`src/lpc_pkg.sv`:
```
// ----------------------------------------------------------------------------
// lpc_pkg
// Types and constants of the line position centroid block.
// ----------------------------------------------------------------------------
`default_nettype none

package lpc_pkg;

    localparam int MAX_CH      = 8;
    localparam int READING_W   = 16;
    localparam int WEIGHT_W    = 8;
    localparam int COUNT_W     = 4;
    localparam int ERR_W       = 12;
    localparam int Q_BITS      = 12;
    localparam int FRAC_SHIFT  = 4;
    localparam int IN_W        = MAX_CH * READING_W;
    localparam int OUT_W       = 24;
    localparam int APB_DW      = 64;
    localparam int APB_AW      = 5;
    localparam int REG_LSB     = 3;
    localparam int ERR_MAX     = 2047;

    typedef enum logic [1:0] {
        REG_WHITE_LO  = 2'd0,
        REG_WHITE_HI  = 2'd1,
        REG_THRESHOLD = 2'd2,
        REG_WEIGHTS   = 2'd3
    } reg_idx_t;

    typedef struct packed {
        logic [MAX_CH-1:0][READING_W-1:0] white;
        logic [READING_W-1:0]             thr;
        logic [MAX_CH-1:0][WEIGHT_W-1:0]  weight;
    } cfg_t;

endpackage

`default_nettype wire

```
`src/lpc_cfg.sv`:
```
// ----------------------------------------------------------------------------
// lpc_cfg
// APB register file: white references, strength threshold, channel weights.
// ----------------------------------------------------------------------------
`default_nettype none

module lpc_cfg
    import lpc_pkg::*;
(
    input  wire logic              aclk,
    input  wire logic              aresetn,
    input  wire logic              psel,
    input  wire logic              penable,
    input  wire logic              pwrite,
    input  wire logic [APB_AW-1:0] paddr,
    input  wire logic [APB_DW-1:0] pwdata,
    output logic      [APB_DW-1:0] prdata,
    output logic                   pready,
    output cfg_t                   cfg
);

    logic [APB_DW-1:0]    white_lo_reg;
    logic [APB_DW-1:0]    white_hi_reg;
    logic [READING_W-1:0] thr_reg;
    logic [APB_DW-1:0]    weights_reg;
    reg_idx_t             idx;
    logic                 wr_en;

    assign idx    = reg_idx_t'(paddr[APB_AW-1:REG_LSB]);
    assign wr_en  = psel && penable && pwrite && pready;
    assign pready = 1'b1;

    always_ff @(posedge aclk) begin
        if (!aresetn) begin
            white_lo_reg <= '0;
            white_hi_reg <= '0;
            thr_reg      <= '0;
            weights_reg  <= '0;
        end else if (wr_en) begin
            unique case (idx)
                REG_WHITE_LO:  white_lo_reg <= pwdata;
                REG_WHITE_HI:  white_hi_reg <= pwdata;
                REG_THRESHOLD: thr_reg      <= pwdata[READING_W-1:0];
                REG_WEIGHTS:   weights_reg  <= pwdata;
            endcase
        end
    end

    always_comb begin
        unique case (idx)
            REG_WHITE_LO:  prdata = white_lo_reg;
            REG_WHITE_HI:  prdata = white_hi_reg;
            REG_THRESHOLD: prdata = APB_DW'(thr_reg);
            REG_WEIGHTS:   prdata = weights_reg;
        endcase
    end

    assign cfg.white  = {white_hi_reg, white_lo_reg};
    assign cfg.thr    = thr_reg;
    assign cfg.weight = weights_reg;

endmodule

`default_nettype wire

```
`config.mk`:
```
export PLATFORM = sky130hd
export DESIGN_NAME = lpc_cfg
export DESIGN_NICKNAME = d
export VERILOG_FILES = /design/src/lpc_pkg.sv /design/src/lpc_cfg.sv
export SDC_FILE = /design/constraint.sdc
export NUM_CORES = 1
export LEC_CHECK = 0
export BUFFER_PORTS_ARGS = -buffer_cell sky130_fd_sc_hd__buf_2
export CAP_MARGIN = 30
export CELL_PAD_IN_SITES_DETAIL_PLACEMENT = 1
export CELL_PAD_IN_SITES_GLOBAL_PLACEMENT = 2
export CORE_MARGIN = 2
export CORE_UTILIZATION = 25
export DETAILED_ROUTE_END_ITERATION = 12
export PLACE_DENSITY_LB_ADDON = 0.05
export SYNTH_ARGS = -nofsm -noshare
export SYNTH_HDL_FRONTEND = slang
export SYNTH_SLANG_ARGS = --single-unit
```
`constraint.sdc`:
```
create_clock -name aclk -period 1.41 [get_ports aclk]
set_input_delay 0.0705 -clock aclk [delete_from_list [all_inputs] [get_ports aclk]]
set_output_delay 0.0705 -clock aclk [all_outputs]
set_load 0.02 [all_outputs]
```
==> flow_summary.json <==
{
  "p_leak_nw": 6.40,
  "final_layout_size_suffix_gt1_frac": 0.433,
  "cts_sinks": 208,
  "fmax_mhz": 645,
  "num_vias": 8195,
  "hp-class": "in -> reg",
  "antenna_found_initial": 0,
  "gp_congestion": 0.723,
  "setup_viol": 16,
  "crit_end": "prdata[0]",
  "seq_power_share": 0.439,
  "crit_required_ps": 1340,
  "r2r-start": "thr_reg[0]",
  "grt_pass1_vias": 8798,
  "setup_tns_ps": -1850,
  "p_sw_w": 0.00327,
  "place_inst": 1704,
  "cp-end-kind": "output port",
  "reg2regPathDepth": 4,
  "path_depth": 2,
  "rsz0062_at_grt": "true",
  "fin_crit_sh": 1.10,
  "dp_hpwl_um": 23000,
  "area_delta_synth_final_pct": 50.2,
  "swShare": 0.238,
  "fp-row-count": 69,
  "utilization": 0.381,
  "ys_warn_count": 0,
  "clk_pin_slew_ps": 60,
  "internal-power_w": 0.0105,
  "synth.ff_latch_count": 208,
  "crit_family": "multiplexers",
  "placed_cell_area_sq_um": 11500,
  "ios": 347,
  "finalNonFillerCells": 1847,
  "cp-start-kind": "register",
  "cts_buffers": 25,
  "clk_latency_ps": 510,
  "finClkSkew_ps": 0,
  "yosysSeqAreaShare": 0.461,
  "min_path_cells": 4,
  "grt_use_total": 0.174,
  "finalHoldViolations": 0,
  "violations": "setup timing",
  "syn_nets": 1003,
  "crit_buf_inv": 1,
  "root_buffer": "clkbuf_16",
  "multi_input_comb_area_sq_um": 4440,
  "maxSlewViolCount": 0,
  "arrival_ps": 1480,
  "drv_cap": 0,
  "dr.pass1.iters": 4,
  "vdd_drop_max_mv": 0.729,
  "die_h_um": 194,
  "fp.dieW_um": 194,
  "crit_chain": "mux4_2 > buf_6",
  "grt_overflow_total": 0,
  "syn_inst": 929,
  "wl_um": 33700,
  "power_density_nw_per_um2": 1010,
  "setup_slack_ps": -139,
  "synth_cell_types": 17,
  "cts_tree": "yes",
  "seq_area_sq_um": 4320,
  "r2r_end": "thr_reg[0]",
  "syn_avg_cell_area_sq_um": 9.72,
  "critPathLaunch": "thr_reg[0]",
  "htree_num_levels": 1,
  "dieArea_sq_um": 37700,
  "crit_type": "reg -> out",
  "rrSetupSlack_ps": 570,
  "initial_core_util": 0.254,
  "viasPerCell": 4.44,
  "n_antenna_cell": 0,
  "syn_area_sq_um": 9030,
  "ant_nets": 0,
  "portBuffers": 342,
  "nFillCells": 4092,
  "clockBufferDepth": 3,
  "final_nets": 1443,
  "status": "complete, but fails checks",
  "design_area_sq_um": 13600,
  "p_total_w": 0.0137,
  "drt_iter0_drc": 269,
  "core_region_area_sq_um": 35600,
  "fin_crit_ps": 1550,
  "avgRoutedWirePerCell_um": 18.2,
  "grt_max_degree": 75,
  "slowest_delay_ps": 470,
  "grt_pass1_wl_um": 52200,
  "drc": 0,
  "share_comb_of_total_power": 0.092,
  "cp_slowest_cell": "mux4_2",
  "crit_path_max_fanout": 2,
  "clockPowerShare": 0.470
}
[cells in the final DEF (no fill, tap or decap), drive strengths merged]
cell type	count
clkinv	1
conb	1
mux4	16
dlygate4sd3	65
bufinv	1
or3b	1
nor3b	1
nand3	1
and2	1
nand2	321
buf	420
nor2	1
o21ai	48
nor3	1
dfxtp	208
mux2i	256
clkbuf	43
[what timing repair did]
| item | 4_1_cts | 5_1_grt |
|---|---|---|
| setup buffers | 30 | 4 |
| cloned | 0 | 0 |
| gates resized for setup | 104 | 94 |
| endpoints found under the setup margin | 31 | 58 |
| hold buffers | 65 | 0 |
| pin swaps | 0 | 4 |
| hold endpoints to repair | 208 | 0 |
[kinds of logic after synthesis]
family	count (synthesis)	share of synthesized area
buf+inv	73	0.0493
mux	272	0.324
simple gates	327	0.139
other cells	1	0.000415
compound gates	48	0.0266
flops	208	0.461
[worst register-to-register path, delay by kind of cell, from the launching register on]
| family | cells | cell delay (ps) |
|---|---|---|
| DFF | 1 | 340 |
| muxes | 1 | 70 |
| buffers and inverters | 2 | 260 |
| and+or+nand+nor | 1 | 50 |
[layout make-up]
cell class | count | area share
Multi-Input combinational cell | 648 | 0.327
Timing Repair Buffer | 486 | 0.251
Tap cell | 461 | 0.0425
Sequential cell | 208 | 0.318
Clock inverter | 2 | 0.00258
Clock buffer | 42 | 0.0582
[power groups by stage]
stage | sequential, W | combinational, W | clock [W]
after floorplan | 0.00623 | 0.000534 | 0
after global placement | 0.00615 | 0.00109 | 0
after detailed placement | 0.00615 | 0.00109 | 0
after CTS | 0.00602 | 0.00128 | 0.00670
after global routing | 0.00603 | 0.00137 | 0.00695
final | 0.00602 | 0.00126 | 0.00645
[cells in the mapped netlist, drive strengths merged]
| library cell | instances | area [sq um] |
|---|---|---|
| clkbuf | 32 | 120 |
| nor3 | 1 | 5.00 |
| mux4 | 16 | 360 |
| or3b | 1 | 8.76 |
| nor2 | 1 | 11.3 |
| conb | 1 | 3.75 |
| and2 | 1 | 6.26 |
| nand2 | 321 | 1200 |
| buf | 41 | 325 |
| mux2i | 256 | 2560 |
| dfxtp | 208 | 4160 |
| o21ai | 48 | 240 |
| nor3b | 1 | 7.51 |
| nand3 | 1 | 10.0 |
[worst min-delay path by stage]
| stage | start | slack (ps) | to |
|---|---|---|---|
| after floorplan | pwdata[16] | 250 | white_hi_reg[16] |
| after global placement | pwdata[43] | 380 | white_hi_reg[43] |
| after detailed placement | pwdata[47] | 380 | white_hi_reg[47] |
| after CTS | paddr[3] | 140 | white_lo_reg[51] |
| after global routing | paddr[3] | 150 | white_lo_reg[51] |
| final | paddr[3] | 140 | white_lo_reg[51] |
[per-layer routing]
layer | vias to the layer above | part of all wire | GRT usage
met1 | 3949 | 0.46 | 0.232
met2 | 217 | 0.47 | 0.290
li1 | 3996 | - | -
met5 | - | 0 | 0
met3 | 33 | 0.061 | 0.0409
met4 | 0 | 0.013 | 0.0306
[metrics by stage]
stage / hold slack, ps / worst slack (ps)
2_1_floorplan: 254 / 57.0
3_3_place_gp: 375 / 117
3_5_place_dp: 378 / 90.8
4_1_cts: 136 / -170
5_1_grt: 154 / -187
6_report: 142 / -139
Note: power is estimated with default switching activity, not from simulation.
