$ cat config.mk
export PLATFORM = sky130hd
export DESIGN_NAME = lpc_front
export DESIGN_NICKNAME = d
export VERILOG_FILES = /design/src/lpc_pkg.sv /design/src/lpc_front.sv
export SDC_FILE = /design/constraint.sdc
export NUM_CORES = 2
export LEC_CHECK = 0
export BUFFER_PORTS_ARGS = -buffer_cell sky130_fd_sc_hd__buf_2
export CAP_MARGIN = 20
export CORE_ASPECT_RATIO = 1.1
export CORE_UTILIZATION = 50
export CTS_BUF_LIST = sky130_fd_sc_hd__clkbuf_2
export DETAILED_ROUTE_END_ITERATION = 16
export GPL_TIMING_DRIVEN = 0
export PLACE_DENSITY = 0.67
export SYNTH_ARGS = -nofsm -noshare
export SYNTH_HDL_FRONTEND = slang
export SYNTH_SLANG_ARGS = --single-unit
$ cat constraint.sdc
create_clock -name aclk -period 16.05 [get_ports aclk]
set_clock_uncertainty 0.05 [all_clocks]
set_input_delay 3.21 -clock aclk [delete_from_list [all_inputs] [get_ports aclk]]
set_output_delay 3.21 -clock aclk [all_outputs]
set_load 0.03 [all_outputs]
$ cat src/lpc_pkg.sv
// ----------------------------------------------------------------------------
// lpc_pkg
// Types and constants of the line position centroid block.
// ----------------------------------------------------------------------------
`default_nettype none

package lpc_pkg;

    localparam int MAX_CH      = 8;
    localparam int READING_W   = 16;
    localparam int WEIGHT_W    = 8;
    localparam int COUNT_W     = 4;
    localparam int ERR_W       = 12;
    localparam int Q_BITS      = 12;
    localparam int FRAC_SHIFT  = 4;
    localparam int IN_W        = MAX_CH * READING_W;
    localparam int OUT_W       = 24;
    localparam int APB_DW      = 64;
    localparam int APB_AW      = 5;
    localparam int REG_LSB     = 3;
    localparam int ERR_MAX     = 2047;

    typedef enum logic [1:0] {
        REG_WHITE_LO  = 2'd0,
        REG_WHITE_HI  = 2'd1,
        REG_THRESHOLD = 2'd2,
        REG_WEIGHTS   = 2'd3
    } reg_idx_t;

    typedef struct packed {
        logic [MAX_CH-1:0][READING_W-1:0] white;
        logic [READING_W-1:0]             thr;
        logic [MAX_CH-1:0][WEIGHT_W-1:0]  weight;
    } cfg_t;

endpackage

`default_nettype wire

$ cat src/lpc_front.sv
// ----------------------------------------------------------------------------
// lpc_front
// Strength, product and sum stages: per-channel black strength, weighted
// products, and the weighted and plain strength sums with active count.
// ----------------------------------------------------------------------------
`default_nettype none

module lpc_front
    import lpc_pkg::*;
#(
    parameter int CHANNELS    = 8,
    parameter int SAMPLE_BITS = 16,
    parameter int PW          = SAMPLE_BITS + WEIGHT_W,
    parameter int WSW         = PW + $clog2(CHANNELS),
    parameter int SSW         = SAMPLE_BITS + $clog2(CHANNELS)
) (
    input  wire logic                  aclk,
    input  wire logic                  aresetn,
    input  wire logic                  s_tvalid,
    output logic                       s_tready,
    input  wire logic [IN_W-1:0]       s_tdata,
    input  wire cfg_t                  cfg,
    output logic                       f_valid,
    input  wire logic                  f_ready,
    output logic [COUNT_W-1:0]         f_count,
    output logic signed [WSW-1:0]      f_wsum,
    output logic [SSW-1:0]             f_ssum
);

    logic [2:0] v_reg;
    logic [2:0] adv;

    logic [SAMPLE_BITS-1:0] a_str_reg  [CHANNELS];
    logic [SAMPLE_BITS-1:0] a_str_next [CHANNELS];
    logic [CHANNELS-1:0]    a_act_reg;
    logic [CHANNELS-1:0]    a_act_next;

    logic signed [PW-1:0]   b_prod_reg  [CHANNELS];
    logic signed [PW-1:0]   b_prod_next [CHANNELS];
    logic [SAMPLE_BITS-1:0] b_str_reg   [CHANNELS];
    logic [CHANNELS-1:0]    b_act_reg;

    logic signed [WSW-1:0]  c_wsum_reg;
    logic signed [WSW-1:0]  c_wsum_next;
    logic [SSW-1:0]         c_ssum_reg;
    logic [SSW-1:0]         c_ssum_next;
    logic [COUNT_W-1:0]     c_count_reg;
    logic [COUNT_W-1:0]     c_count_next;

    assign adv[2]   = !v_reg[2] || f_ready;
    assign adv[1]   = !v_reg[1] || adv[2];
    assign adv[0]   = !v_reg[0] || adv[1];
    assign s_tready = adv[0];

    // strength = white - reading, clamped at zero; keep only active channels
    always_comb begin
        logic [SAMPLE_BITS-1:0] rd;
        logic [SAMPLE_BITS-1:0] wr;
        logic [SAMPLE_BITS-1:0] str;
        for (int ch = 0; ch < CHANNELS; ch++) begin
            rd  = s_tdata[ch*READING_W +: SAMPLE_BITS];
            wr  = cfg.white[ch][SAMPLE_BITS-1:0];
            str = (wr > rd) ? (wr - rd) : '0;
            a_act_next[ch] = READING_W'(str) > cfg.thr;
            a_str_next[ch] = a_act_next[ch] ? str : '0;
        end
    end

    always_comb begin
        logic signed [WEIGHT_W-1:0] w;
        logic signed [PW-1:0]       ext_s;
        logic signed [PW-1:0]       ext_w;
        for (int ch = 0; ch < CHANNELS; ch++) begin
            w     = cfg.weight[ch];
            ext_s = PW'(signed'({1'b0, a_str_reg[ch]}));
            ext_w = PW'(w);
            b_prod_next[ch] = ext_s * ext_w;
        end
    end

    always_comb begin
        c_wsum_next  = '0;
        c_ssum_next  = '0;
        c_count_next = '0;
        for (int ch = 0; ch < CHANNELS; ch++) begin
            c_wsum_next  = c_wsum_next + WSW'(b_prod_reg[ch]);
            c_ssum_next  = c_ssum_next + SSW'(b_str_reg[ch]);
            c_count_next = c_count_next + COUNT_W'(b_act_reg[ch]);
        end
    end

    always_ff @(posedge aclk) begin
        if (!aresetn) begin
            v_reg <= '0;
        end else begin
            if (adv[0]) v_reg[0] <= s_tvalid;
            if (adv[1]) v_reg[1] <= v_reg[0];
            if (adv[2]) v_reg[2] <= v_reg[1];
        end
    end

    always_ff @(posedge aclk) begin
        if (adv[0]) begin
            a_str_reg <= a_str_next;
            a_act_reg <= a_act_next;
        end
        if (adv[1]) begin
            b_prod_reg <= b_prod_next;
            b_str_reg  <= a_str_reg;
            b_act_reg  <= a_act_reg;
        end
        if (adv[2]) begin
            c_wsum_reg  <= c_wsum_next;
            c_ssum_reg  <= c_ssum_next;
            c_count_reg <= c_count_next;
        end
    end

    assign f_valid = v_reg[2];
    assign f_count = c_count_reg;
    assign f_wsum  = c_wsum_reg;
    assign f_ssum  = c_ssum_reg;

endmodule

`default_nettype wire

==> impl_results.md <==
* # placed instances at 9164
* DRT antenna net count at 0
* Outcome: completed
* Area contributors post-synth: fa_1, edfxtp_1, ha_1
* Count of final setup violators at 0
* Vias/cell at roughly 5.3
* Slew @ Worst Pin at 1.07 ns
* Most common cell in the synthesized netlist: inv_1
* Highest cell delay on the worst timing path at roughly 0.7 ns
* Port Buffers at between 300 and 400
* Final period utilization at 0.539
* Share of power burned in registers at 0.178
* Worst path cell trace: buf_2, nor2b_1, nand3_4, buf_16, buf_16, buf_2
* Fmax at 116 MHz
* Clock sink count at ~520
* Gpl congestion at between 0.9 and 1
* Register bit total from synthesis at around 520
* Die ar. at approximately 140000 um^2
* Post-CTS Setup Bufs at 0
* Pin count of the biggest net entering global routing at between 70 and 80
* DRT Wirelength at about 190000 um
* Setup TNS at 0 ns
* Net Count, Synth at between 9k and 10k
* Crit path kind: in2out
* Drt wl/cell at 20.2 um
* Hold Path End: b_act_reg[7]
* Syn Area/Cell at 9.79 um^2
* Post-CTS Hold Buffers at 0
* Min-delay src: a_act_reg[7]
* P_sw at ~7.5 mW
* Reg2reg start: a_str_reg[5]
* TritonCTS Buffers at around 140
* Yosys warns at 0
* Fillers at around 12k
* Comb pwr share at 0.756
* Final min period at about 8.6 ns
* Asr flop ratio synth at 0
* Share of cells above drive strength 1 at 0.0865
* Post-synth cell types at 80
* Hold Fails Final Rpt at 0
* Cells on worst reg2reg path at 16
* Worst Setup Start Kind: input port
* Die Wd at approximately 350 um
* Type of the most critical hold path: reg2reg
* DIE HEIGHT at roughly 390 um
* Metal3 WL at between 10000 and 15000 um
* Root Buffer: clkbuf_2
* Pleak at between 30 and 40 nW
* DR top layer: met5
* Reg clk slew, reported paths at between 0.1 and 0.15 ns
* Arr. time, crit path at around 5.4 ns
* Layout Nets at 9543
* Slew Limit Fails at 0
* Commonest cells in the netlist: inv_1, fa_1, and2_1
* FF-to-FF setup slack at 10.24 ns
* Worst-Skew Late Latency at about 1.5 ns
* Critical path peak fanout at 64
* Vias in the first global route at ~52k
* CTS resizes at 0
* Post-synth EDFFs at 514
* Prevailing post-synth register cell: edfxtp_1
* Wl on met1 at 81500 um
* Area taken by multi-input logic gates at between 40000 and 50000 um^2
* Via count at ~50k
* Synthesis-to-finish area growth at 8.28%
* CTS max path bufs at 3
* Register area at 15500 um^2
* Slowest CP cell: nor2b_1
* Total GRT Usage at 0.282
* Area of the core at approximately 130000 um^2
* Starting density of the core at 0.506
* DP HPWL at between 150000 and 200000 um
* First-pass GRT wire length at 295000 um
* First-pass DRT Iterations at 5
* Unrepaired setup endpoints after global routing: no
* Netlist Area Pre-Place at a little under 70000 um^2
* Total power at roughly 14 mW
* CP required at ~13 ns
* # DRC at 0
* Post-synth top area share at 0.274
* DRC marker count from the first detailed-route iteration at about 3.6k
* FF-to-FF End: b_prod_reg[23]
* I/O pin total at 392
* Max_slew headroom at 0.284
* Internal at between 6 and 7 mW
* Gr ovfl total at 0
* # H-tree levels at 4
* Max-cap viol count at 0
* Fin cells at 9409
* Sw frac at 0.523
* Largest register FFs at around 190
* Crit path capture type: output pin
* Pwr per Cell Area at 194 nW/um^2
* CTS tree: built
* Clock Power Share at 0.066
* Worst vdd ir at roughly 1100 uV
* Met2 wire length at approximately 90000 um
* Largest area contributor in the netlist: fa_1
* Standard-cell rows at 141
* Post-synthesis cell count at 6979
* Hold path cells at 0
* Initial antenna violation count at 27
* Seq/Total Area, Yosys at 0.227
power groups by stage:
| stage | logic [mW] | clock network (mW) | registers (mW) |
|---|---|---|---|
| 6_report | 10.8 | 0.949 | 2.55 |
| 5_1_grt | 12.1 | 1.04 | 2.58 |
| 4_1_cts | 10.7 | 0.977 | 2.55 |
| 3_5_place_dp | 10.6 | 0 | 2.58 |
| 3_3_place_gp | 10.4 | 0 | 2.58 |
| 2_1_floorplan | 7.40 | 0 | 2.55 |
area by class of cell:
type | instances | share of cell area
well taps | 1787 | 0.0302
clock inverters | 57 | 0.00489
clock buffers | 172 | 0.0116
inverters | 1627 | 0.0825
multi-input cells | 4728 | 0.626
flip-flops and latches | 517 | 0.209
diodes | 16 | 0.000541
plain buffers | 107 | 0.00570
repair buffers | 398 | 0.0289
through the flow:
stage / util / hold WS, ns / cell area [um^2] / setup slack (ns)
6_report: 0.548 / 0.371 / 74000 / 7.41
2_1_floorplan: - / 0.350 / 68300 / 4.77
3_5_place_dp: 0.539 / 0.356 / 72700 / 7.18
5_1_grt: 0.548 / 0.388 / 74000 / 7.38
3_3_place_gp: 0.537 / 0.352 / 72500 / 0.613
4_1_cts: 0.548 / 0.372 / 74000 / 7.46
worst max-delay path: cells and delay by family:
| kind | cells | cell delay (ns) |
|---|---|---|
| buffers and inverters | 4 | 0.94 |
| and+or+nand+nor | 2 | 1.08 |
how the worst max path moves through the flow:
stage	startpoint	endpoint	slack (ns)
finish	f_ready	s_tready	7.41
global route	f_ready	s_tready	7.38
CTS	f_ready	s_tready	7.46
detailed placement	cfg[39]	b_prod_reg[95]	7.18
global placement	f_ready	b_prod_reg[30]	0.61
floorplan	f_ready	b_act_reg[0]	4.77
per-layer routing:
| layer | track usage | up-vias |
|---|---|---|
| met5 | 0 | - |
| met2 | 0.464 | 1616 |
| met4 | 0.113 | 6 |
| li1 | - | 23300 |
| met3 | 0.0401 | 324 |
| met1 | 0.374 | 24700 |
logic make-up after synthesis:
family / count (synthesis) / synth area share
AND/OR/NAND/NOR: 1916 / 0.149
buffers and inverters: 1734 / 0.0955
adder cells (fa/ha/maj): 1687 / 0.412
AO/OA/AOI/OAI: 837 / 0.0806
flip-flops: 517 / 0.227
XOR/XNOR: 283 / 0.0363
multiplexers: 5 / 0.000732
cell usage in the layout, fill, tap and decap left out, types with 14 or more instances in the layout:
master and n:
inv_1 1626, fa_1 934, and2_1 775, ha_1 753, edfxtp_1 514, nor2_1 440
buf_2 406, nand2_1 274, a21oi_1 234, xnor2_1 199, clkbuf_2 173, o21ai_0 155
a21o_1 151, clkbuf_1 84, xor2_1 84, nor2b_1 82, nand2b_1 70, o21a_1 59
nor3_1 55, nand3_1 53, nand4_1 46, and3_1 33, a31oi_1 29, clkinv_1 29
o21bai_1 24, a211oi_1 23, or2_2 20, or3_1 19, a211o_1 17, diode_2 16
a21boi_0 14
No activity file was read; power rests on OpenSTA's default activity.
