**src/lpc_pkg.sv**
```systemverilog
// ----------------------------------------------------------------------------
// lpc_pkg
// Types and constants of the line position centroid block.
// ----------------------------------------------------------------------------
`default_nettype none

package lpc_pkg;

    localparam int MAX_CH      = 8;
    localparam int READING_W   = 16;
    localparam int WEIGHT_W    = 8;
    localparam int COUNT_W     = 4;
    localparam int ERR_W       = 12;
    localparam int Q_BITS      = 12;
    localparam int FRAC_SHIFT  = 4;
    localparam int IN_W        = MAX_CH * READING_W;
    localparam int OUT_W       = 24;
    localparam int APB_DW      = 64;
    localparam int APB_AW      = 5;
    localparam int REG_LSB     = 3;
    localparam int ERR_MAX     = 2047;

    typedef enum logic [1:0] {
        REG_WHITE_LO  = 2'd0,
        REG_WHITE_HI  = 2'd1,
        REG_THRESHOLD = 2'd2,
        REG_WEIGHTS   = 2'd3
    } reg_idx_t;

    typedef struct packed {
        logic [MAX_CH-1:0][READING_W-1:0] white;
        logic [READING_W-1:0]             thr;
        logic [MAX_CH-1:0][WEIGHT_W-1:0]  weight;
    } cfg_t;

endpackage

`default_nettype wire

```
**src/lpc_div.sv**
```systemverilog
// ----------------------------------------------------------------------------
// lpc_div
// Pipelined restoring divider: one quotient bit per stage, sign restore,
// saturation of positive quotients and the output register.
// ----------------------------------------------------------------------------
`default_nettype none

module lpc_div
    import lpc_pkg::*;
#(
    parameter int WSW = 27,
    parameter int SSW = 19,
    parameter int RW  = WSW + FRAC_SHIFT
) (
    input  wire logic                 aclk,
    input  wire logic                 aresetn,
    input  wire logic                 f_valid,
    output logic                      f_ready,
    input  wire logic [COUNT_W-1:0]   f_count,
    input  wire logic signed [WSW-1:0] f_wsum,
    input  wire logic [SSW-1:0]       f_ssum,
    output logic                      m_tvalid,
    input  wire logic                 m_tready,
    output logic [COUNT_W-1:0]        m_count,
    output logic signed [ERR_W-1:0]   m_err,
    output logic                      m_lost
);

    typedef struct packed {
        logic [RW-1:0]      rem;
        logic [SSW-1:0]     den;
        logic [Q_BITS-1:0]  q;
        logic               neg;
        logic [COUNT_W-1:0] count;
    } div_t;

    div_t st_reg  [Q_BITS+1];
    div_t st_next [Q_BITS+1];

    logic [Q_BITS+1:0] v_reg;
    logic [Q_BITS+1:0] adv;

    logic [COUNT_W-1:0]      out_count_reg;
    logic signed [ERR_W-1:0] out_err_reg;
    logic signed [ERR_W-1:0] out_err_next;
    logic                    out_lost_reg;

    always_comb begin
        adv[Q_BITS+1] = !v_reg[Q_BITS+1] || m_tready;
        for (int i = Q_BITS; i >= 0; i--) begin
            adv[i] = !v_reg[i] || adv[i+1];
        end
    end

    assign f_ready = adv[0];

    always_comb begin
        logic [WSW-1:0] mag;
        logic [RW-1:0]  trial;
        st_next[0].neg   = f_wsum < 0;
        mag              = st_next[0].neg ? WSW'(-f_wsum) : WSW'(f_wsum);
        st_next[0].rem   = RW'(mag) << FRAC_SHIFT;
        st_next[0].den   = f_ssum;
        st_next[0].q     = '0;
        st_next[0].count = f_count;
        for (int i = 1; i <= Q_BITS; i++) begin
            st_next[i] = st_reg[i-1];
            trial      = RW'(st_reg[i-1].den) << (Q_BITS - i);
            if (st_reg[i-1].rem >= trial) begin
                st_next[i].rem           = st_reg[i-1].rem - trial;
                st_next[i].q[Q_BITS - i] = 1'b1;
            end
        end
    end

    always_comb begin
        logic [Q_BITS:0] qx;
        qx = {1'b0, st_reg[Q_BITS].q};
        if (st_reg[Q_BITS].count == '0) begin
            out_err_next = '0;
        end else if (st_reg[Q_BITS].neg) begin
            out_err_next = ERR_W'(-qx);
        end else if (qx > (Q_BITS+1)'(ERR_MAX)) begin
            out_err_next = ERR_W'(ERR_MAX);
        end else begin
            out_err_next = ERR_W'(qx);
        end
    end

    always_ff @(posedge aclk) begin
        if (!aresetn) begin
            v_reg <= '0;
        end else begin
            if (adv[0]) v_reg[0] <= f_valid;
            for (int i = 1; i <= Q_BITS + 1; i++) begin
                if (adv[i]) v_reg[i] <= v_reg[i-1];
            end
        end
    end

    always_ff @(posedge aclk) begin
        for (int i = 0; i <= Q_BITS; i++) begin
            if (adv[i]) st_reg[i] <= st_next[i];
        end
        if (adv[Q_BITS+1]) begin
            out_count_reg <= st_reg[Q_BITS].count;
            out_err_reg   <= out_err_next;
            out_lost_reg  <= (st_reg[Q_BITS].count == '0);
        end
    end

    assign m_tvalid = v_reg[Q_BITS+1];
    assign m_count  = out_count_reg;
    assign m_err    = out_err_reg;
    assign m_lost   = out_lost_reg;

endmodule

`default_nettype wire

```
**config.mk**
```make
export PLATFORM = sky130hd
export DESIGN_NAME = lpc_div
export DESIGN_NICKNAME = d
export VERILOG_FILES = /design/src/lpc_pkg.sv /design/src/lpc_div.sv
export SDC_FILE = /design/constraint.sdc
export NUM_CORES = 1
export LEC_CHECK = 0
export BUFFER_PORTS_ARGS = -buffer_cell sky130_fd_sc_hd__clkbuf_2
export CORE_MARGIN = 1
export CORE_UTILIZATION = 60
export DETAILED_ROUTE_END_ITERATION = 10
export GPL_TIMING_DRIVEN = 0
export PLACE_DENSITY_LB_ADDON = 0.25
export REMOVE_ABC_BUFFERS = 1
export SETUP_SLACK_MARGIN = 0.4
export SYNTH_ARGS = -nofsm -noshare
export SYNTH_HDL_FRONTEND = slang
export SYNTH_SLANG_ARGS = --single-unit
```
**constraint.sdc**
```tcl
create_clock -name aclk -period 5.4 [get_ports aclk]
set_clock_uncertainty 0.15 [all_clocks]
set_input_delay 0.27 -clock aclk [delete_from_list [all_inputs] [get_ports aclk]]
set_output_delay 0.27 -clock aclk [all_outputs]
set_load 0.01 [all_outputs]
```
==> metrics, run 1 <==
Net count, final 3745; via count 25760; Worst R2R Setup Slack 960 ps; Commonest cells post-synth 718 x edfxtp_1, 311 x inv_1, 236 x a21oi_1, 233 x nor2_1, 231 x nand2_1; WS Path Type register to primary output; nature of the critical path endpoint primary output; FILL cells 4428; Area growth, synth to finish 12.0%; first-iteration detailed-routing DRC count 1704; Hold Path Class input port to register; largest net degree at the start of global routing 50; area share of the largest cell type after synthesis 56.6%; die height 254 um; mean area per synthesized cell 11.6 um^2; Max Fclk 0.223 GHz; worst path cell trace nor2b_1 > clkinvlp_4 > nor3_2 > and3_1 > and2_1 > and3_1 > and2_1 > nand3_2 > buf_12 > clkbuf_2; critical path fanouts, max 39; CTS clk-pin slew, worst paths 70 ps; antenna cell count 0; final hold slack 135 ps; Core Box Area 63000 um^2; CP startpoint v_reg[13]; CTS Buf Count 78; Routability Congestion 0.994; Via density 5.91; largest area contributor in the netlist edfxtp_1; H-tree levels 3; Pwr Total 0.0227 W; RSZ-0062 raised after global routing false; Avg WL per Cell 18.4 um; Crit path required time 4980 ps; Post-Layout Cell Count 4358; CTS tree yes; setup violators final 0; count leader, synth edfxtp_1; Root Buffer clkbuf_16; Initial Util 60.5%; Synth Register Bits 732; first drt pass iteration count 6; GRT overflow 0; post-layout min period 4480 ps; Max VDD drop 312 uV; dpl cells 4154; share of synthesized flip-flops with an asynchronous set or reset 0%; area of the multi-input gates 14800 um^2; Worst path slowest cell nand3_2; R2R Path End st_reg[1][50]; vias in the first global route 26215; post-route ant nets 0; slew margin rel. 11.5%; Residual DRC 0; number of flip-flops under the largest register name 701; Critical Path Max Stage Delay 410 ps; die width 254 um; destination of the critical timing path f_ready; Hold Vio Cnt, Final 0; max_cap viols 0; Startpoint Class register; Clock Latency Late Sink 620 ps; Slew @ Worst Pin 1330 ps; sequential cell area fraction in the yosys report 57.3%; status finished clean; first-pass GRT wire length 129000 um; layout cell share with drive strength beyond 1 8.29%; Die ar. 64500 um^2; # rows 92; Global Route Usage Sum 25.3%; I/O Buffers 72; DP Worst Slack 996 ps; max-slew violation count 0; Post-synth top flop edfxtp_1; reg2reg start st_reg[0][517]; Synth Instances 3288; initial antenna violation count 0; post-route setup slack 922 ps; post-synth cell types 89; LEAKAGE 17.3 nW; pwr/cell area 532 nW/um^2; clk sinks 732; final period utilization 82.9%; dpl hpwl 59000 um; Ys Warns 0; arrival time at the worst endpoint 4060 ps; Post-synth EDFFs 718; Sequential Area 21800 um^2; io pins 73; Post-Synthesis Cell Area 38100 um^2; top post-synthesis cells by area edfxtp_1 57%, ha_1 7.5%, xnor2_1 3.3%; CTS max path bufs 3; worst r2r path cells 9; WL final 80400 um
## cell type report
cell class                 count  share of cell area [%]
sequential                   732                    51.2
multi-input combinational   2174                    34.8
tap                          846                    2.48
timing repair buffer         151                    3.03
clock buffer                  97                    4.96
inverter                     314                    2.77
clock inverter                44                   0.844
## cell families (layout without fill, tap and decap cells)
kind of cell / count (synthesis) / after routing / share of synthesized area [%]
buffers and inverters: 382 / 606 / 3.90
flip-flops: 732 / 732 / 57.3
multiplexers: 37 / 37 / 1.10
adder cells (fa/ha/maj): 240 / 240 / 8.10
AO/OA/AOI/OAI: 804 / 804 / 13.3
XOR/XNOR: 227 / 227 / 5.22
AND/OR/NAND/NOR: 866 / 866 / 11.1
## worst min path at each step
stage,start,endpoint,depth (start not counted)
after floorplan,f_count[0],st_reg[0][0],0
after global placement,st_reg[0][204],st_reg[0][271],0
after detailed placement,st_reg[0][417],st_reg[0][484],0
after CTS,f_wsum[26],st_reg[0][4],1
after global routing,f_wsum[26],st_reg[0][4],1
final,f_wsum[26],st_reg[0][4],1
## power breakdown
part | switching [W] | total (W) | leakage, nW | internal [W]
Combinational | 0.00478 | 0.00849 | 8.46 | 0.00370
Clock | 0.00216 | 0.00514 | 1.23 | 0.00299
Sequential | 0.000864 | 0.00909 | 7.60 | 0.00823
## layer usage
metal | up-vias | share of wire (%) | wire length, um | track usage [%]
li1 | 12450 | - | - | -
met5 | - | 0 | 0 | 0
met1 | 12284 | 35 | 27800 | 23.7
met3 | 278 | 3.5 | 2790 | 3.49
met2 | 748 | 55 | 44500 | 50.3
met4 | 0 | 6.6 | 5320 | 16.2
## worst max-delay path: cells and delay by family (launching register included)
kind	cells	cell delay, ps
simple gates	7	2370
buf+inv	3	730
flops	1	310
## stage by stage
step / cell area (um^2) / utilization [%] / setup TNS [ps]
2_1_floorplan: 37800 / - / 0
3_3_place_gp: 39200 / 62.3 / -1270
3_5_place_dp: 39600 / 62.9 / 0
4_1_cts: 42700 / 67.8 / 0
5_1_grt: 42700 / 67.8 / 0
6_report: 42700 / 67.8 / 0
## what timing repair did
action                     in CTS  in global routing
gates resized for setup         0                  2
setup endpoints to repair       0                  1
hold endpoints to repair       64                  0
hold buffers                   62                  0
setup buffers                   0                  1
## placed cells by master, fill, tap and decap left out, types with 31 or more instances in the layout
master	n
a21o_1	76
a21oi_1	236
clkbuf_16	81
clkbuf_2	72
dlygate4sd3_1	62
edfxtp_1	718
ha_1	229
inv_1	303
nand2_1	227
nand2b_1	36
nand3_1	49
nand4_1	40
nor2_1	232
nor2b_1	40
nor3_1	60
nor4_1	31
o21a_1	42
o21ai_0	211
o31ai_1	42
or3_1	35
xnor2_1	143
xor2_1	84
No activity file was read; power rests on OpenSTA's default activity.
==> inputs of run 2 (changes only) <==
--- a/config.mk
+++ b/config.mk
@@ -5,9 +5,10 @@
 export SDC_FILE = /design/constraint.sdc
 export NUM_CORES = 1
 export LEC_CHECK = 0
+export ABC_AREA = 1
 export BUFFER_PORTS_ARGS = -buffer_cell sky130_fd_sc_hd__clkbuf_2
 export CORE_MARGIN = 1
-export CORE_UTILIZATION = 60
+export CORE_UTILIZATION = 58
 export DETAILED_ROUTE_END_ITERATION = 10
 export GPL_TIMING_DRIVEN = 0
 export PLACE_DENSITY_LB_ADDON = 0.25
==> constraint.sdc (replaced) <==
create_clock -name aclk -period 3.69 [get_ports aclk]
set_clock_uncertainty 0.15 [all_clocks]
set_input_delay 0.1845 -clock aclk [delete_from_list [all_inputs] [get_ports aclk]]
set_output_delay 0.1845 -clock aclk [all_outputs]
set_load 0.01 [all_outputs]
==> metrics, run 2 <==
CTS Buf Count 79; LEAKAGE 19.8 nW; layout cell share with drive strength beyond 1 8.20%; count leader, synth nand2_1; Hold Vio Cnt, Final 0; final period utilization 89.0%; CTS clk-pin slew, worst paths 60 ps; Startpoint Class register; Routability Congestion 0.941; Residual DRC 0; Initial Util 59.0%; share of synthesized flip-flops with an asynchronous set or reset 0%; critical path fanouts, max 10; nature of the critical path endpoint register; Slew @ Worst Pin 974 ps; Worst path slowest cell nor2_2; kind of cell adding the most delay to the critical path simple AND/OR/NAND/NOR gates; first-iteration detailed-routing DRC count 2656; Clock Latency Late Sink 630 ps; post-route ant nets 0; Global Route Usage Sum 28.7%; die width 270 um; final hold slack 82.1 ps; Max VDD drop 609 uV; max-slew violation count 0; Area growth, synth to finish 11.8%; mean area per synthesized cell 9.32 um^2; Die ar. 72800 um^2; Root Buffer clkbuf_16; I/O Buffers 72; finished layout cell area 46500 um^2; RSZ-0062 raised after global routing false; sequential cell area fraction in the yosys report 52.5%; Core Box Area 70500 um^2; GRT overflow 0; CTS tree yes; Post-synth top flop edfxtp_1; WL final 105000 um; dpl hpwl 79200 um; antenna cell count 0; dpl cells 5451; commonest cells after routing, fill and taps aside 979 x nand2_1, 718 x edfxtp_1, 632 x inv_1, 394 x nor2_1, 284 x a21oi_1; arrival time at the worst endpoint 3470 ps; io pins 73; Crit path required time 3880 ps; via count 31451; status finished clean; Hold Path Class input port to register; vias in the first global route 30015; Net count, final 4960; number of flip-flops under the largest register name 701; WP depth 10; Post-Layout Cell Count 5671; placed instance area 43100 um^2; Post-Synthesis Cell Area 41600 um^2; Ys Warns 0; worst path cell trace ha_1 > nand2_1 > inv_1 > a21oi_1 > a21boi_1 > o21ai_1 > nand2_2 > nand2_2 > nor2_2 > a21oi_1; Via density 5.55; clk sinks 732; CTS max path bufs 3; Synth Register Bits 732; WS Path Type register to register; worst r2r path cells 10; Commonest cells post-synth 982 x nand2_1, 718 x edfxtp_1, 637 x inv_1, 397 x nor2_1, 284 x a21oi_1; post-synth cell types 60; post-layout min period 3280 ps; Synth Instances 4464; largest area contributor in the netlist edfxtp_1; first-pass GRT wire length 165000 um; # rows 97; die height 270 um; Pwr Total 0.0369 W; first drt pass iteration count 8; Hold Crit Depth 7; Max Fclk 0.304 GHz; setup violators final 0; commonest non-fill, non-tap cell in the layout nand2_1; Avg WL per Cell 18.5 um; Critical Path Max Stage Delay 570 ps; top post-synthesis cells by area edfxtp_1 52%, nand2_1 8.9%, ha_1 6.9%; initial antenna violation count 3; area share of the largest cell type after synthesis 51.8%; pwr/cell area 794 nW/um^2; H-tree levels 3; largest net degree at the start of global routing 63; Buf/Inv on CP 1; max_cap viols 0; slew margin rel. 34.5%; Post-synth EDFFs 718
[run 2: report_power, final]
| part | total [W] | internal, W | switching [W] |
|---|---|---|---|
| clock network | 0.00783 | 0.00443 | 0.00340 |
| logic | 0.0154 | 0.00556 | 0.00988 |
| registers | 0.0136 | 0.0121 | 0.00155 |
| total | 0.0369 | 0.0221 | 0.0148 |
[run 2: tightest hold or removal path: cells and delay by family]
| kind | cells | cell delay, ps |
|---|---|---|
| buffers and inverters | 3 | 300 |
| AND/OR/NAND/NOR | 3 | 250 |
| AO/OA/AOI/OAI | 1 | 70 |
[run 2: what timing repair did]
action                                  in CTS  in global routing
endpoints found under the setup margin     344                 82
gates cloned                                 1                  1
buffers inserted                             4                  4
gates resized for setup                      7                 17
pin swaps                                    5                  6
hold buffers                                64                  0
hold endpoints to repair                    65                  0
[run 2: cell families after synthesis]
logic type | count (synthesis) | synth area share [%]
simple gates | 1865 | 19.2
compound gates | 760 | 10.4
flops | 732 | 52.5
buf+inv | 690 | 6.69
fa+ha+maj | 240 | 7.42
xor+xnor | 177 | 3.73
[run 2: worst paths after layout]
check / from / endpoint / slack, ps
max: st_reg[1][117] / st_reg[1][198] / 410
max reg2reg: st_reg[1][117] / st_reg[1][198] / 410
min reg2reg: st_reg[1][78] / st_reg[1][145] / 260
min: m_tready / v_reg[8] / 80
[run 2: layer usage]
layer	routed length, um	track usage [%]	share of wire, %
met3	5190	3.34	4.9
met5	54	0	0.051
met1	46200	38.9	44
met2	50700	48.8	48
met4	2890	8.31	2.8
[run 2: through the flow]
step	TNS [ps]	utilization [%]	setup slack, ps
final	0	65.9	406
after global routing	0	65.9	323
after CTS	0	65.8	369
after detailed placement	-35620	61.1	-738
after global placement	-2821540	60.7	-7920
after floorplan	-1334520	-	-4540
[run 2: layout make-up]
type | count | area [um^2]
clock buffer | 96 | 2040
clock inverter | 50 | 533
fill | 5621 | 24000
inverter | 647 | 2450
multi-input combinational | 3044 | 17100
sequential | 732 | 21800
tap | 940 | 1180
timing repair buffer | 162 | 1370
